[src/sv/assert_macros.svh]
// Assertion macros shared by the closest-point block.
`ifndef ASSERT_MACROS_SVH
`define ASSERT_MACROS_SVH
`ifndef SYNTH
`define CPT_ASSERT(lbl, clk, rst, prop, msg) \
  lbl: assert property (@(posedge clk) disable iff (rst) prop) else $error(msg);
`define CPT_NEVER(lbl, clk, rst, cond, msg) \
  lbl: assert property (@(posedge clk) disable iff (rst) !(cond)) else $error(msg);
`else
`define CPT_ASSERT(lbl, clk, rst, prop, msg)
`define CPT_NEVER(lbl, clk, rst, cond, msg)
`endif
`endif

[src/sv/cpt_pkg.sv]
// Shared types and constants of the closest-point-on-triangle block.
`default_nettype none
package cpt_pkg;

  localparam int COORD_WIDTH_DEF = 32;
  localparam int FRAC_BITS_DEF   = 16;
  localparam int Q_DEPTH         = 4;

  // Region of the triangle that holds the nearest point.
  typedef enum logic [2:0] {
    REG_VA   = 3'd0,
    REG_VB   = 3'd1,
    REG_VC   = 3'd2,
    REG_AB   = 3'd3,
    REG_BC   = 3'd4,
    REG_AC   = 3'd5,
    REG_FACE = 3'd6
  } region_t;

  // Control that travels with each classified transaction.
  typedef struct packed {
    logic    vld;
    region_t code;
  } tag_t;

endpackage
`default_nettype wire

[src/sv/cpt_queue.sv]
// Short queue between the classifier and the projection back end.
`default_nettype none
module cpt_queue import cpt_pkg::*; #(
  parameter int EW = 8
) (
  input  logic          clk,
  input  logic          rst,
  input  tag_t          in_tag,
  input  logic [EW-1:0] in_data,
  output tag_t          out_tag,
  output logic [EW-1:0] out_data,
  output logic          full
);

  localparam int PTRW = $clog2(Q_DEPTH);
  localparam int CNTW = $clog2(Q_DEPTH + 1);

  logic [EW-1:0] mem [Q_DEPTH];
  region_t code_mem [Q_DEPTH];
  logic [PTRW-1:0] wr, rd;
  logic [CNTW-1:0] count;
  logic push, pop;
  logic out_vld;
  region_t out_code;

  assign push = in_tag.vld;
  assign pop  = (count != '0);
  assign full = (count == CNTW'(Q_DEPTH));
  assign out_tag = '{vld: out_vld, code: out_code};

  // Pointers, fill count and output valid.
  always_ff @(posedge clk) begin
    if (rst) begin
      wr <= '0;
      rd <= '0;
      count <= '0;
      out_vld <= 1'b0;
    end else begin
      if (push) begin
        wr <= (wr == PTRW'(Q_DEPTH - 1)) ? '0 : wr + 1'b1;
      end
      if (pop) begin
        rd <= (rd == PTRW'(Q_DEPTH - 1)) ? '0 : rd + 1'b1;
      end
      count <= count + CNTW'(push) - CNTW'(pop);
      out_vld <= pop;
    end
  end

  // Storage and registered read port.
  always_ff @(posedge clk) begin
    if (push) begin
      mem[wr] <= in_data;
      code_mem[wr] <= in_tag.code;
    end
    if (pop) begin
      out_data <= mem[rd];
      out_code <= code_mem[rd];
    end
  end

endmodule
`default_nettype wire

[config.mk]
export PLATFORM = sky130hd
export DESIGN_NAME = cpt_queue
export DESIGN_NICKNAME = d
export VERILOG_FILES = /design/src/sv/assert_macros.svh /design/src/sv/cpt_pkg.sv /design/src/sv/cpt_queue.sv
export SDC_FILE = /design/constraint.sdc
export NUM_CORES = 1
export LEC_CHECK = 0
export ABC_CLOCK_PERIOD_IN_PS = 3900
export BUFFER_PORTS_ARGS = -buffer_cell sky130_fd_sc_hd__buf_4
export CAP_MARGIN = 10
export CORE_MARGIN = 10
export CORE_UTILIZATION = 55
export DETAILED_ROUTE_END_ITERATION = 12
export PLACE_DENSITY = 0.76
export SLEW_MARGIN = 20
export SYNTH_ARGS = -nofsm -noshare
export SYNTH_HDL_FRONTEND = slang
export SYNTH_SLANG_ARGS = --single-unit
export TNS_END_PERCENT = 5
[constraint.sdc]
create_clock -name clk -period 3.9 [get_ports clk]
set_clock_uncertainty 0.1 [all_clocks]
set_input_delay 0.78 -clock clk [delete_from_list [all_inputs] [get_ports clk]]
set_output_delay 0.78 -clock clk [all_outputs]
set_load 0.005 [all_outputs]
==> Word-level counts from Yosys, hierarchy flattened <==
Memories as Yosys holds them, arrays and structs flattened. A register that Yosys moved wholly into a read port is not among the register bits.
Index checks and enable logic that the tools add are counted.
{ "totals": {"regBits": 8, "ramBits": 44, "memories": 2, "input_bits": 14, "wordCells": 18} }
{ "memory_table": {"columns": ["memory", "words", "width", "rd", "rd_clocked_by_memory_dff", "wr", "line", "rtl"], "rows": [
  ["mem", 4, 8, 1, 1, 1, "cpt_queue.sv:18", "logic [EW-1:0] mem [Q_DEPTH];"],
  ["code_mem", 4, 3, 1, 1, 1, "cpt_queue.sv:19", "region_t code_mem [Q_DEPTH];"]
]} }
{ "classes": {"eq_ne": 3, "add_sub_neg": 4, "muxes": 4, "reduce_logical": 1} }
{ "ops": {"columns": ["op", "count"], "rows": [
  ["adder 2 x 1 -> 2 bit (second input constant)", 2],
  ["== test 2 bit (second input constant)", 2],
  ["2-to-1 mux 2 bit", 2],
  ["adder 3 x 1 -> 3 bit", 1],
  ["== test 3 bit (second input constant)", 1],
  ["nonzero test 3 bit", 1],
  ["subtractor 3 x 1 -> 3 bit", 1],
  ["2-to-1 mux 1 bit", 2]
]} }

==> Logic depth before layout (Yosys ltp) <==
{ "depth": {"ltp_word": 2, "depth_mapped": 8, "depth_no_buf": 8} }

==> Worst setup path before layout <==
No wires, ideal clock.
{ "synth_timing": {"kind": "register -> register", "startpoint": "register count[1]", "endpoint": "register count[2]", "setup_slack_ps": 1707, "required_time_ps": 3674, "n_path_buf": 0, "period_less_slack_ps": 2193, "arrival_time_ps": 1967, "path_stages_with_launch": 9, "path_cell_list": "dfxtp_1 nor3_1 inv_1 ha_1 inv_1 ha_1 fa_1 xor3_1 nor2_1"} }
{ "synth_between": {"elab_chain_len": 2, "elab_cells_between_ends": 3, "cone_classes": "2 x add/sub; 1 x reduce/logical"} }
{ "synth_rtl": {"columns": ["item", "line", "rtl"], "rows": [
  ["from (decl)", "cpt_queue.sv:21", "logic [CNTW-1:0] count;"],
  ["from (signal assigned)", "cpt_queue.sv:45", "count <= count + CNTW'(push) - CNTW'(pop);"],
  ["nonzero test 3 bit", "cpt_queue.sv:27", "assign pop = (count != '0);"],
  ["via pop", "cpt_queue.sv:22", "logic push, pop;"],
  ["subtractor 3 x 1 -> 3 bit", "cpt_queue.sv:45", null]
]} }
The timed path passes the listed nets, and every way through them passes these cells.
A chain may end at the register's enable or synchronous reset.

==> Worst setup path in the final report <==
Same ends and word-level chain as after synthesis.

==> run metrics <==
I/O Pins=27; fill cell count=273; routed vias=1104; area leader, netlist=edfxtp_1; sequential-to-total area share from yosys stat=75.77%; Worst-Margin Slew=806.1 ps; commonest non-fill, non-tap cell in the layout=edfxtp_1; total grt overflow=0; clk slew on worst S/H paths=60 ps; Initial DRC Count=67; Max Fclk=412.7 MHz; area taken by multi-input logic gates=525.5 um2; Die Footprint=7385 um2; vias per cell=5.465; GR Layer Usage met1=13.45%; root buf cell=clkbuf_8; Final ANT Viol Nets=0; drt wl/cell=19.85 um; WS Path Type=flop to flop; CP cell instances=nor3_1, inv_1, ha_1, inv_1, ha_1, fa_1, xor3_1, nor2_1; Power Dens Cells=654.4 nW/um2; setup_tns=0 ps; Min-Delay Endpoint=wr[0]; R2R Path Start=count[1]; most frequent cells in the layout=edfxtp_1 (55), buf_4 (26), clkbuf_8 (9); register area=1812 um2; Critical Path AT=2540 ps; dpl hpwl=2.750 mm; R2R Setup Slk=1480 ps; min-delay src=wr[0]; Syn-to-layout area delta=15.75%; RePlAce Congestion=0.6846; post-CTS setup repair buffer count=0; YS warnings=0; area of the core=4115 um2; maximum fanout along the worst path=12; max-slew violations=0; busiest grt layer=met2; relative slew slack=46.19%; GRT met2 Usage=19.47%; hold_ws=435.5 ps; Total GRT Usage=11.87%; Leak=1.004 nW; Clock Sinks=63; distinct cell type count after synthesis=24; CTS tree=yes; CTS Buffer Depth=2; worst r2r dst=count[2]; RSZ-0062 raised after global routing=false; number of global-route vias before repair=1283; Critical Path End Type=flop; later-pin clock latency in the skew report=320 ps; IO Port Bufs=26; Synth top area share=69.07%; Final Hold Fails=0; outcome=finished clean; Avg Cell Area, Syn=20.79 um2; Resize count post-CTS=0; Req. time, crit path=4020 ps; MaxCap Viol Count=0; htree depth=3; Largest stage delay, worst path=380 ps; final setup fails=0; minimum clock period=2423 ps; CP startpoint kind=flop; total routed wirelength=4.010 mm; flops & latches, synth=63; Die X=85.94 um; initial antenna violation count=0; # rows=23; layout cells sized above 1=28.95%; ANT cells=0; Initial Util=58.10%; hold_buf cts=0; Reg2Reg Depth=8; Hold WC Path Type=flop to flop; Peak VDD IR=0.3758 mV; Area contributors post-synth=edfxtp_1 (69%), mux4_2 (7.5%), dfxtp_1 (6.7%); synthesized cell area=2391 um2; M3 GR Usage=5.298%; Min-Delay Path Depth=2; Async S/R FF share, synth=0%; total CTS buffers=9; final worst-path cycle share=62.13%; syn nets=137; Primary FF master, synth=edfxtp_1; Post-synth EDFFs=55; Worst path slowest cell=ha_1; Synth Instances=115; Die H=85.94 um; final net count=170; first-pass GRT wire length=6.492 mm; largest net degree at the start of global routing=15; First-pass DRT Iterations=4; DR DRC count=0
[synth_stat cells (all sizes together), types with 2 or more instances]
library cell and number:
edfxtp 55, mux4 11, dfxtp 8, ha 7, inv 7, and2 4, buf 3, nor2 3
nor2b 3, a21oi 2, nor3 2
[critical path: cells and delay by family (launching register included)]
family | cells | cell delay [ps]
simple gates | 2 | 380
fa+ha+maj | 3 | 930
buf+inv | 2 | 370
xor+xnor | 1 | 200
flops | 1 | 340
[cells by family (layout without fill, tap and decap cells)]
| family | count (synthesis) | count (layout) | synth area share, % |
|---|---|---|---|
| buffers and inverters | 11 | 48 | 2.250 |
| XOR/XNOR | 1 | 1 | 0.9941 |
| AO/OA/AOI/OAI | 3 | 3 | 0.7327 |
| adder cells (fa/ha/maj) | 8 | 8 | 4.500 |
| multiplexers | 13 | 13 | 11.72 |
| flip-flops | 63 | 63 | 75.77 |
| AND/OR/NAND/NOR | 16 | 16 | 4.030 |
[cell type report]
cell class	count	area share (%)
Tap cell	50	2.260
Timing Repair Buffer	26	7.052
Clock buffer	12	4.882
Multi-Input combinational cell	41	18.99
Sequential cell	63	65.46
Clock inverter	3	0.4069
Inverter	7	0.9494
[flip-flops by register name, summed over array words and instances, names as in the netlist]
| name | flops |
|---|---|
| out_code | 3 |
| code_mem | 12 |
| out_data | 8 |
| wr | 2 |
| count | 3 |
| out_vld | 1 |
| mem | 32 |
| rd | 2 |
[power by group]
| part | internal [W] | switching, W |
|---|---|---|
| Combinational | 0.000248 | 0.000161 |
| Sequential | 0.000877 | 0.0000922 |
| Clock | 0.000221 | 0.000211 |
[worst max path at each step]
stage                     startpoint  cells past startpoint  slack [ps]       end
after floorplan             count[1]                      8        1710  count[2]
after global placement      count[1]                      8        1570  count[2]
after detailed placement    count[1]                      8        1460  count[2]
after CTS                   count[1]                      8        1450  count[2]
after global routing        count[1]                      8        1300  count[2]
final                       count[1]                      8        1480  count[2]
[metrics by stage]
stage	total power (W)	instance area, um2	instances	util [%]	worst slack (ps)
5_1_grt	0.001926	2768	202	67.25	1299
4_1_cts	0.001843	2768	202	67.25	1453
3_3_place_gp	0.001377	2621	187	63.70	1573
6_report	0.001811	2768	202	67.25	1477
3_5_place_dp	0.001412	2621	187	63.70	1462
2_1_floorplan	0.001219	2391	115	-	1707
[layer usage]
layer  wire (um)  vias up  share of wire (%)
met1        1751      554                 44
met3         192        2                4.8
met4          19        0               0.47
li1            -      516                  -
met5           0        -                  0
met2        2047       32                 51
No activity file was read; power rests on OpenSTA's default activity.
